## config.mk

```make
export PLATFORM = sky130hd
export DESIGN_NAME = sip_non_invite_client_transaction
export DESIGN_NICKNAME = d
export VERILOG_FILES = /design/src/sv/snict_pkg.sv /design/src/sv/sip_non_invite_client_transaction.sv
export SDC_FILE = /design/constraint.sdc
export NUM_CORES = 1
export LEC_CHECK = 0
export BUFFER_PORTS_ARGS = -buffer_cell sky130_fd_sc_hd__buf_2
export CORE_AREA = 2 2 167 169
export CTS_BUF_LIST = sky130_fd_sc_hd__clkbuf_4 sky130_fd_sc_hd__clkbuf_8
export DETAILED_ROUTE_END_ITERATION = 10
export DIE_AREA = 0 0 169 171
export PLACE_DENSITY_LB_ADDON = 0.2
export RECOVER_POWER = 25
export SYNTH_ARGS = -nofsm -noshare
export SYNTH_HDL_FRONTEND = slang
export SYNTH_SLANG_ARGS = --single-unit
```

## constraint.sdc

```tcl
create_clock -name clk -period 2.9 [get_ports clk]
set_input_delay 0.145 -clock clk [delete_from_list [all_inputs] [get_ports clk]]
set_output_delay 0.145 -clock clk [all_outputs]
set_load 0.02 [all_outputs]
```

## src/sv/snict_pkg.sv

```systemverilog
// ----------------------------------------------------------------------------
// snict_pkg
// Shared types and constants of the non-INVITE client transaction block.
// ----------------------------------------------------------------------------
`default_nettype none

package snict_pkg;

  // Field widths.
  localparam int CMD_WIDTH       = 3;
  localparam int CODE_WIDTH      = 10;
  localparam int OUTCOME_WIDTH   = 2;
  localparam int PHASE_WIDTH     = 2;
  localparam int STATUS_WIDTH    = 2;
  localparam int CFG_WIDTH       = 16;
  localparam int CFG_INDEX_WIDTH = 2;

  localparam int TIMER_WIDTH_DEFAULT = 16;

  // Transaction phases.
  typedef enum logic [PHASE_WIDTH-1:0] {
    PH_IDLE       = 2'd0,
    PH_TRYING     = 2'd1,
    PH_PROCEEDING = 2'd2,
    PH_COMPLETED  = 2'd3
  } phase_t;

  // Event commands.
  localparam logic [CMD_WIDTH-1:0] CMD_START      = 3'd0;
  localparam logic [CMD_WIDTH-1:0] CMD_PEER_MSG   = 3'd1;
  localparam logic [CMD_WIDTH-1:0] CMD_TICK       = 3'd2;
  localparam logic [CMD_WIDTH-1:0] CMD_TCP_READY  = 3'd3;
  localparam logic [CMD_WIDTH-1:0] CMD_TRANS_FAIL = 3'd4;

  // Send outcomes; the unused code behaves as UDP.
  localparam logic [OUTCOME_WIDTH-1:0] SEND_UDP    = 2'd0;
  localparam logic [OUTCOME_WIDTH-1:0] SEND_TCP    = 2'd1;
  localparam logic [OUTCOME_WIDTH-1:0] SEND_FAILED = 2'd2;

  // Status codes.
  localparam logic [STATUS_WIDTH-1:0] ST_OK      = 2'd0;
  localparam logic [STATUS_WIDTH-1:0] ST_INVALID = 2'd1;
  localparam logic [STATUS_WIDTH-1:0] ST_NETWORK = 2'd2;

  // Configuration register indexes.
  localparam logic [CFG_INDEX_WIDTH-1:0] REG_T1      = 2'd0;
  localparam logic [CFG_INDEX_WIDTH-1:0] REG_T2      = 2'd1;
  localparam logic [CFG_INDEX_WIDTH-1:0] REG_TIMEOUT = 2'd2;
  localparam logic [CFG_INDEX_WIDTH-1:0] REG_LINGER  = 2'd3;

  // Configuration reset values.
  localparam logic [CFG_WIDTH-1:0] T1_RESET      = 16'd500;
  localparam logic [CFG_WIDTH-1:0] T2_RESET      = 16'd4000;
  localparam logic [CFG_WIDTH-1:0] TIMEOUT_RESET = 16'd32000;
  localparam logic [CFG_WIDTH-1:0] LINGER_RESET  = 16'd5000;

  // Provisional responses are codes 100 through 199.
  localparam logic [CODE_WIDTH-1:0] CODE_PROV_MIN  = 10'd100;
  localparam logic [CODE_WIDTH-1:0] CODE_FINAL_MIN = 10'd200;

endpackage

`default_nettype wire

```

## src/sv/sip_non_invite_client_transaction.sv

```systemverilog
// ----------------------------------------------------------------------------
// sip_non_invite_client_transaction
// Client side of a non-INVITE request exchange with timers E, F and K.
// ----------------------------------------------------------------------------
// The block takes one event per clock cycle and returns exactly one result
// for each, in the cycle after the event is accepted. The event is decoded
// against the phase and timer registers in combinational logic, and the
// result lands in an output register; in_stall is raised only during reset and
// while that register holds a result that the downstream side is stalling, so
// events flow at one per cycle whenever the output side keeps up. Timers count
// tick events, not clock cycles. Configuration writes are always ready.
`default_nettype none

module sip_non_invite_client_transaction #(
  parameter int TIMER_WIDTH = snict_pkg::TIMER_WIDTH_DEFAULT
) (
  input  wire logic                                  clk,
  input  wire logic                                  rst,
  // Event channel.
  input  wire logic                                  in_valid,
  output logic                                       in_stall,
  input  wire logic [snict_pkg::CMD_WIDTH-1:0]       command,
  input  wire logic [snict_pkg::CODE_WIDTH-1:0]      response_code,
  input  wire logic                                  msg_is_request,
  input  wire logic [snict_pkg::OUTCOME_WIDTH-1:0]   send_outcome,
  // Result channel.
  output logic                                       out_valid,
  input  wire logic                                  out_stall,
  output logic [snict_pkg::PHASE_WIDTH-1:0]          phase,
  output logic                                       send_request,
  output logic                                       forward_response,
  output logic                                       report_error,
  output logic                                       finished,
  output logic [snict_pkg::STATUS_WIDTH-1:0]         status,
  // Configuration write channel.
  input  wire logic                                  cfg_valid,
  output logic                                       cfg_ready,
  input  wire logic [snict_pkg::CFG_INDEX_WIDTH-1:0] cfg_index,
  input  wire logic [snict_pkg::CFG_WIDTH-1:0]       cfg_data
);

  import snict_pkg::*;

  localparam int TW    = TIMER_WIDTH;
  localparam int CMP_W = (TW + 1 > CFG_WIDTH) ? TW + 1 : CFG_WIDTH;

  typedef logic [TW-1:0] timer_t;

  // Configuration registers.
  logic [CFG_WIDTH-1:0] t1_ticks;
  logic [CFG_WIDTH-1:0] t2_ticks;
  logic [CFG_WIDTH-1:0] timeout_ticks;
  logic [CFG_WIDTH-1:0] linger_ticks;

  // Transaction state.
  phase_t phase_reg;
  logic   over_tcp;
  timer_t retx_interval;
  timer_t retx_left;
  logic   retx_on;
  timer_t timeout_left;
  logic   timeout_on;
  timer_t linger_left;
  logic   linger_on;

  phase_t phase_next;
  logic   over_tcp_next;
  timer_t retx_interval_next;
  timer_t retx_left_next;
  logic   retx_on_next;
  timer_t timeout_left_next;
  logic   timeout_on_next;
  timer_t linger_left_next;
  logic   linger_on_next;

  logic                    sent;
  logic                    fwd;
  logic                    err;
  logic                    fin;
  logic [STATUS_WIDTH-1:0] stat;
  logic                    term;

  logic                    accept;
  logic                    active;
  logic                    f_fire;
  logic                    e_fire;
  logic                    k_fire;
  logic                    provisional;
  logic [CMP_W-1:0]        dbl_ext;
  logic [CMP_W-1:0]        t2_ext;
  timer_t                  retx_grow;

  assign in_stall  = rst | (out_valid & out_stall);
  assign accept    = in_valid & ~in_stall;
  assign cfg_ready = 1'b1;

  assign active      = (phase_reg == PH_TRYING) || (phase_reg == PH_PROCEEDING);
  assign f_fire      = timeout_on && (timeout_left <= TW'(1));
  assign e_fire      = retx_on && (retx_left <= TW'(1));
  assign k_fire      = linger_on && (linger_left <= TW'(1));
  assign provisional = (response_code >= CODE_PROV_MIN) && (response_code < CODE_FINAL_MIN);

  // Next retransmit interval: doubled in trying, capped at T2; T2 in proceeding.
  assign dbl_ext   = CMP_W'({retx_interval, 1'b0});
  assign t2_ext    = CMP_W'(t2_ticks);
  assign retx_grow = (phase_reg == PH_TRYING && dbl_ext < t2_ext) ? TW'(dbl_ext)
                                                                  : TW'(t2_ticks);

  always_comb begin
    phase_next         = phase_reg;
    over_tcp_next      = over_tcp;
    retx_interval_next = retx_interval;
    retx_left_next     = retx_left;
    retx_on_next       = retx_on;
    timeout_left_next  = timeout_left;
    timeout_on_next    = timeout_on;
    linger_left_next   = linger_left;
    linger_on_next     = linger_on;
    sent = 1'b0;
    fwd  = 1'b0;
    err  = 1'b0;
    fin  = 1'b0;
    stat = ST_OK;
    term = 1'b0;

    if (phase_reg == PH_IDLE) begin
      if (command != CMD_START || !msg_is_request) begin
        stat = ST_INVALID;
      end else begin
        sent = 1'b1;
        if (send_outcome == SEND_FAILED) begin
          term = 1'b1;
          err  = 1'b1;
          fin  = 1'b1;
        end else begin
          phase_next        = PH_TRYING;
          timeout_left_next = TW'(timeout_ticks);
          timeout_on_next   = 1'b1;
          if (send_outcome == SEND_TCP) begin
            over_tcp_next  = 1'b1;
            retx_on_next   = 1'b0;
            retx_left_next = '0;
          end else begin
            over_tcp_next      = 1'b0;
            retx_interval_next = TW'(t1_ticks);
            retx_left_next     = TW'(t1_ticks);
            retx_on_next       = 1'b1;
          end
        end
      end
    end else if (active) begin
      case (command)
        CMD_PEER_MSG: begin
          if (!msg_is_request) begin
            fwd = 1'b1;
            if (provisional) begin
              phase_next = PH_PROCEEDING;
            end else begin
              retx_on_next      = 1'b0;
              retx_left_next    = '0;
              timeout_on_next   = 1'b0;
              timeout_left_next = '0;
              if (over_tcp) begin
                term = 1'b1;
                fin  = 1'b1;
              end else begin
                phase_next       = PH_COMPLETED;
                linger_left_next = TW'(linger_ticks);
                linger_on_next   = 1'b1;
              end
            end
          end
        end
        CMD_TICK: begin
          if (timeout_on) begin
            timeout_left_next = f_fire ? '0 : timeout_left - TW'(1);
          end
          if (retx_on) begin
            retx_left_next = e_fire ? '0 : retx_left - TW'(1);
          end
          // Timeout F takes priority over a retransmit on the same tick.
          if (f_fire) begin
            term = 1'b1;
            err  = 1'b1;
            fin  = 1'b1;
          end else if (e_fire) begin
            retx_on_next = 1'b0;
            sent         = 1'b1;
            if (send_outcome == SEND_FAILED) begin
              term = 1'b1;
              err  = 1'b1;
              fin  = 1'b1;
              stat = ST_INVALID;
            end else if (send_outcome == SEND_TCP) begin
              over_tcp_next = 1'b1;
            end else begin
              over_tcp_next      = 1'b0;
              retx_interval_next = retx_grow;
              retx_left_next     = retx_grow;
              retx_on_next       = 1'b1;
            end
          end
        end
        CMD_TCP_READY: begin
          over_tcp_next = 1'b1;
          sent          = 1'b1;
          if (send_outcome == SEND_FAILED) begin
            stat = (phase_reg == PH_TRYING) ? ST_NETWORK : ST_INVALID;
            term = 1'b1;
            err  = 1'b1;
            fin  = 1'b1;
          end
        end
        CMD_TRANS_FAIL: begin
          term = 1'b1;
          err  = 1'b1;
          fin  = 1'b1;
          stat = ST_NETWORK;
        end
        default: begin
        end
      endcase
    end else begin
      // Completed: only ticks matter, counting down the linger timer.
      if (command == CMD_TICK && linger_on) begin
        linger_left_next = k_fire ? '0 : linger_left - TW'(1);
        if (k_fire) begin
          term = 1'b1;
          fin  = 1'b1;
        end
      end
    end

    if (term) begin
      phase_next         = PH_IDLE;
      over_tcp_next      = 1'b0;
      retx_interval_next = '0;
      retx_left_next     = '0;
      retx_on_next       = 1'b0;
      timeout_left_next  = '0;
      timeout_on_next    = 1'b0;
      linger_left_next   = '0;
      linger_on_next     = 1'b0;
    end
  end

  always_ff @(posedge clk) begin
    if (rst) begin
      t1_ticks      <= T1_RESET;
      t2_ticks      <= T2_RESET;
      timeout_ticks <= TIMEOUT_RESET;
      linger_ticks  <= LINGER_RESET;
      phase_reg     <= PH_IDLE;
      over_tcp      <= 1'b0;
      retx_interval <= '0;
      retx_left     <= '0;
      retx_on       <= 1'b0;
      timeout_left  <= '0;
      timeout_on    <= 1'b0;
      linger_left   <= '0;
      linger_on     <= 1'b0;
      out_valid     <= 1'b0;
    end else begin
      if (cfg_valid && cfg_ready) begin
        case (cfg_index)
          REG_T1:      t1_ticks      <= cfg_data;
          REG_T2:      t2_ticks      <= cfg_data;
          REG_TIMEOUT: timeout_ticks <= cfg_data;
          REG_LINGER:  linger_ticks  <= cfg_data;
          default: begin
          end
        endcase
      end
      if (accept) begin
        phase_reg     <= phase_next;
        over_tcp      <= over_tcp_next;
        retx_interval <= retx_interval_next;
        retx_left     <= retx_left_next;
        retx_on       <= retx_on_next;
        timeout_left  <= timeout_left_next;
        timeout_on    <= timeout_on_next;
        linger_left   <= linger_left_next;
        linger_on     <= linger_on_next;
        out_valid     <= 1'b1;
      end else if (!out_stall) begin
        out_valid <= 1'b0;
      end
    end
  end

  // Result payload; loaded only when a request is accepted.
  always_ff @(posedge clk) begin
    if (accept) begin
      phase            <= phase_next;
      send_request     <= sent;
      forward_response <= fwd;
      report_error     <= err;
      finished         <= fin;
      status           <= stat;
    end
  end

endmodule

`default_nettype wire

```

==> results of run 1 <==
worst max-delay path: stages (launching register included):
cell       delay [ps]
dfxtp_1           370
nor4b_1           580
o2111ai_1         340
o21a_1            330
a31oi_1           350
o31ai_2           140
and2_0            380
o2bb2ai_1         210
cell usage in the layout (no fill, tap or decap), types with 18 or more instances in the layout:
cell	n
clkbuf_8	18
buf_4	39
ha_1	24
inv_1	44
nor2_1	70
o21ai_0	52
nand3_1	38
a21oi_1	103
dfxtp_1	135
nand2_1	193
buf_2	45
o211ai_1	25
nand4_1	20
path summary, 6_finish.rpt:
check / from / end / cells after the start
worst max register to register: retx_left[9] / linger_left[15] / 7
worst min-delay path: cfg_data[7] / timeout_ticks[7] / 3
worst max-delay path: retx_left[9] / linger_left[15] / 7
worst min register to register: t2_ticks[3] / t2_ticks[3] / 2
power groups by stage:
| stage | Clock [W] | Sequential, W | Combinational (W) |
|---|---|---|---|
| after floorplan | 0 | 0.00211 | 0.000336 |
| after global placement | 0 | 0.00212 | 0.000506 |
| after detailed placement | 0 | 0.00212 | 0.000506 |
| after CTS | 0.00166 | 0.00208 | 0.000525 |
| after global routing | 0.00173 | 0.00208 | 0.000586 |
| final | 0.00161 | 0.00208 | 0.000528 |
metal layers:
layer  vias up  track usage  wire length, um
met2       182        0.292            11800
li1       3821            -                -
met5         -            0                0
met1      3709        0.277            13500
met3        28       0.0229             1040
met4         0       0.0498              396
layout make-up:
class                   instances  area, um^2  share of cell area
inverters                      46         173              0.0185
well taps                     346         433              0.0463
clock buffers                  18         248              0.0265
multi-input cells             773        4700               0.503
flip-flops and latches        143        2940               0.315
clock inverters                14         136              0.0146
repair buffers                103         713              0.0763
cells by family after synthesis:
logic type | Yosys count | share of synthesized area
flops | 143 | 0.366
fa+ha+maj | 25 | 0.0389
other cells | 1 | 0.000466
simple gates | 406 | 0.236
compound gates | 297 | 0.252
mux | 15 | 0.0207
xor+xnor | 29 | 0.0316
buf+inv | 110 | 0.0546
per-stage QoR:
step	hold slack, ps	area (um^2)	setup slack [ps]	power, W
after floorplan	262	8040	300	0.00244
after global placement	377	8770	178	0.00263
after detailed placement	388	8770	168	0.00263
after CTS	41.8	9310	124	0.00426
after global routing	46.6	9350	12.8	0.00440
final	66.4	9350	103	0.00422
what timing repair did:
action | 4_1_cts | 5_1_grt
hold buffers | 16 | 0
gates resized for setup | 0 | 7
hold endpoints to repair | 52 | 0
setup endpoints to repair | 0 | 50
==> reports/results.txt, run 1 <==
PwrDens: 451 nW/um^2
Synth async-reset ratio: 0
status: completed
relative slew slack: 0.398
synthesized cell area: 8040 um^2
count of final max-slew check failures: 0
Core Rows: 61
fillers: 2973
vias per inst: 5.36
Worst-Skew Late Latency: 470 ps
Post-synth top cells: 193 x nand2_1, 135 x dfxtp_1, 103 x a21oi_1, 70 x nor2_1, 52 x o21ai_0
EDFF count, synth: 8
Final Skew: 20.2 ps
Setup crit start kind: register
Worst-Margin Slew: 904 ps
NetSw: 0.00133 W
Remaining Overflow, GRT: 0
synth top area cells: dfxtp_1 34%, nand2_1 9.0%, a21oi_1 6.4%, ha_1 3.9%, nor2_1 3.3%
Synth Instances: 1026
final setup fails: 0
share of cells above drive strength 1: 0.154
Core Area: 27300 um^2
syn_area_per_cell: 7.84 um^2
first-pass iteration count of the detailed router: 5
placed cells: 1395
root buffer cell: clkbuf_8
Post-CTS Setup Inserts: 0
first-pass GRT wire length: 42500 um
largest net degree at the start of global routing: 74
final wirelength: 26700 um
post-DP HPWL: 19000 um
gpl congestion: 0.892
Peak VDD IR: 0.238 mV
clk sinks: 143
initial antenna violation count: 0
CP max FO: 8
Setup CP Type: register to register
non-filler instance count after layout: 1443
leak pwr: 3.63 nW
sequential area share after synthesis: 0.366
area leader, netlist: dfxtp_1
GRT Total Usage: 0.189
count leader, synth: nand2_1
Critical Path End Type: register
Vias: 7740
# DRC: 0
CTS tree: yes
final net count: 1148
Die Y: 171 um
Pint: 0.00289 W
share of the synthesized area in the top cell type: 0.336
max-cap viol count: 0
synth warn: 0
CTS max path bufs: 2
H-tree levels: 4
Net Sw Frac: 0.315
PortBufs: 46
Clk pwr share: 0.382
#FFs+latches synth: 143
Num CTS Buffers: 17
I/O pin count: 50
antenna violation net count after detailed routing: 0
DIE WIDTH: 169 um
RSZ-0062 raised after global routing: false
Worst EP required: 3260 ps
Reg clk slew, reported paths: 100 ps
initial DRC count: 648
Area Growth Syn to Fin: 16.3%
Arr. time, crit path: 3150 ps
initial core utilization: 0.294
fin util: 0.342
post-layout min period: 2800 ps
Synthesized Nets: 1090
number of diodes: 0
r2r setup slk: 100 ps
combinational share of power: 0.125
Routed wire per std cell: 18.5 um
fin crit share: 0.964
Fin. Hold Viols: 0
number of distinct library cells after synthesis: 81
fmax: 0.358 GHz
number of global-route vias before repair: 7325
Reg power frac: 0.493
die footprint: 28900 um^2
most common flop cell mapped by yosys: dfxtp_1
Final TNS setup: 0 ps
worst hold path class: primary input to register
Power figures use the tool's default switching activity.
==> run 2, diff against run 1 <==
- CORE_AREA: 2 2 167 169 -> 2 2 142 199
- DIE_AREA: 0 0 169 171 -> 0 0 144 201
==> run 2 against run 1 <==
Clock skew hardly changed; setup slack better by 94 ps; count of clock-buffer cells in the layout is 1 higher; first-iteration DRC count is 29% lower; non-clock buffer count is 12 higher; design area is 2.0% higher; register-to-register slack better by 90 ps; cell count is 2.5% higher; wire length is 1.0% lower; via count is 0.98% lower; clock power hardly changed; critical path type unchanged; largest cell class unchanged; largest power group unchanged; highest routed layer unchanged.
==> reports/results.txt, run 2 (synthesis results as in run 1) <==
PwrDens: 444 nW/um^2 (was 451 nW/um^2)
CP max FO: 18 (was 8)
post-DP HPWL: 19200 um (was 19000 um)
gpl congestion: 0.856 (was 0.892)
Final TNS setup: 0 ps (unchanged)
Worst-Margin Slew: 1180 ps (was 904 ps)
Non-Filler Cell Area, Final: 9540 um^2 (was 9350 um^2)
post-layout min period: 2700 ps (was 2800 ps)
count of final max-slew check failures: 0 (unchanged)
Reg clk slew, reported paths: 80 ps (was 100 ps)
delay-heaviest family, CP: compound AO/OA/AOI/OAI gates (unchanged)
Setup CP Type: register to register (unchanged)
first-pass iteration count of the detailed router: 5 (unchanged)
Clk pwr share: 0.384 (was 0.382)
Die Y: 201 um (was 171 um)
# DRC: 0 (unchanged)
PortBufs: 46 (unchanged)
H-tree levels: 4 (unchanged)
Critical Path End Type: register (unchanged)
CP Launch Point: t2_ticks[15] (was retx_left[9])
root buffer cell: clkbuf_8 (unchanged)
WP buf/inv: 2 (was 0)
hold path depth: 4 (was 3)
leak pwr: 3.70 nW (was 3.63 nW)
NetSw: 0.00120 W (was 0.00133 W)
final wirelength: 26400 um (was 26700 um)
max-cap viol count: 0 (unchanged)
largest net degree at the start of global routing: 75 (was 74)
Core Area: 27300 um^2 (about the same)
total power: 0.00423 W (was 0.00422 W)
Worst-Skew Late Latency: 470 ps (about the same)
fin crit share: 0.932 (was 0.964)
clk sinks: 143 (unchanged)
initial antenna violation count: 0 (unchanged)
Fin. Hold Viols: 0 (unchanged)
CTS tree: yes (unchanged)
initial core utilization: 0.295 (was 0.294)
initial DRC count: 458 (was 648)
Worst R2R End: retx_left[10] (was linger_left[15])
final setup fails: 0 (unchanged)
Post-CTS Setup Inserts: 0 (unchanged)
GRT Total Usage: 0.189 (about the same)
CTS max path bufs: 2 (unchanged)
multi-input logic area: 4690 um^2 (was 4700 um^2)
RSZ-0062 raised after global routing: false (unchanged)
worst hold path class: primary input to register (unchanged)
DIE WIDTH: 144 um (was 169 um)
Peak VDD IR: 0.305 mV (was 0.238 mV)
combinational share of power: 0.126 (was 0.125)
most common cell after layout, fill and taps aside: nand2_1 (unchanged)
number of diodes: 0 (unchanged)
Crit path depth: 10 (was 7)
status: completed (unchanged)
share of cells above drive strength 1: 0.161 (was 0.154)
Vias: 7664 (was 7740)
Net Sw Frac: 0.283 (was 0.315)
Placed Instance Area: 8950 um^2 (was 8770 um^2)
Setup crit start kind: register (unchanged)
CP cell instances: inv_1 > ha_1 > nand4b_1 > nor3_1 > o311ai_1 > nand3_1 > buf_4 > mux2_2 > a221oi_1 > o21ai_0 (was nor4b_1 > o2111ai_1 > o21a_1 > a31oi_1 > o31ai_2 > and2_0 > o2bb2ai_1)
Area Growth Syn to Fin: 18.6% (was 16.3%)
first-pass GRT wire length: 42600 um (was 42500 um)
commonest cells after routing, fill and taps aside: 193 x nand2_1, 135 x dfxtp_1, 103 x a21oi_1, 70 x nor2_1, 51 x o21ai_0 (was 193 x nand2_1, 135 x dfxtp_1, 103 x a21oi_1, 70 x nor2_1, 52 x o21ai_0)
relative slew slack: 0.214 (was 0.398)
antenna violation net count after detailed routing: 0 (unchanged)
fillers: 2876 (was 2973)
fin util: 0.349 (was 0.342)
Arr. time, crit path: 3050 ps (was 3150 ps)
final net count: 1160 (was 1148)
Reg power frac: 0.490 (was 0.493)
Reg2Reg Depth: 10 (was 7)
fmax: 0.370 GHz (was 0.358 GHz)
I/O pin count: 50 (unchanged)
Routed wire per std cell: 17.9 um (was 18.5 um)
worst reg2reg startpoint: t2_ticks[15] (was retx_left[9])
CP max stage delay: 390 ps (was 580 ps)
number of global-route vias before repair: 7520 (was 7325)
Core Rows: 72 (was 61)
Worst path slowest cell: mux2_2 (was nor4b_1)
Final Skew: 19.8 ps (was 20.2 ps)
r2r setup slk: 200 ps (was 100 ps)
Worst EP required: 3240 ps (was 3260 ps)
die footprint: 28900 um^2 (about the same)
critical path endpoint: retx_left[10] (was linger_left[15])
Pint: 0.00304 W (was 0.00289 W)
Num CTS Buffers: 17 (unchanged)
Remaining Overflow, GRT: 0 (unchanged)
Register Area: 2940 um^2 (unchanged)
vias per inst: 5.18 (was 5.36)
run 2: cell types whose count changed in the layout (fill, tap and decap cells not counted), sizes merged:
cell / before / now
clkinvlp: 0 / 1
dlygate4sd3: 16 / 18
inv: 57 / 49
bufinv: 0 / 2
clkinv: 3 / 7
buf: 86 / 96
clkbuf: 19 / 20
run 2: metrics by stage:
stage          setup WS [ps]  std cells  hold slack (ps)
3_3_place_gp             215       1429              366
4_1_cts                  189       1479              111
2_1_floorplan            300       1026              262
3_5_place_dp             190       1429              383
6_report                 198       1479              143
5_1_grt                 12.6       1479              160
run 2: tightest hold or removal path, delay by kind of cell:
family                 cells  cell delay (ps)
AND/OR/NAND/NOR            1              170
buffers and inverters      1               90
AO/OA/AOI/OAI              2              150
run 2: power groups by stage:
stage	sequential [W]	combinational, W	clock (W)
after floorplan	0.00211	0.000336	0
after global placement	0.00212	0.000514	0
after detailed placement	0.00212	0.000515	0
after CTS	0.00207	0.000537	0.00168
after global routing	0.00208	0.000596	0.00176
final	0.00207	0.000535	0.00162
run 2: cell type report:
type,count,share of cell area
inverter,46,0.0181
timing repair buffer,115,0.0922
clock inverter,13,0.0144
clock buffer,19,0.0268
sequential,143,0.309
multi-input combinational,773,0.491
tap,370,0.0485
run 2: worst min path at each step:
stage,end,startpoint,slack (ps)
final,phase_reg[1],rst,140
after detailed placement,out_valid,in_valid,380
after global placement,out_valid,in_valid,370
after global routing,send_request,command[1],160
after floorplan,out_valid,in_valid,260
after CTS,phase_reg[1],rst,110
run 2: what timing repair did:
action                                 4_1_cts  5_1_grt
setup endpoints to repair                    0       11
endpoints found under the hold margin       64        0
hold buffers                                18        0
resized for setup                            0        5
run 2: per-layer routing:
metal | GRT usage | wire (um)
met5 | 0 | 0
met1 | 0.233 | 11200
met2 | 0.329 | 13600
met4 | 0.0837 | 841
met3 | 0.0210 | 734
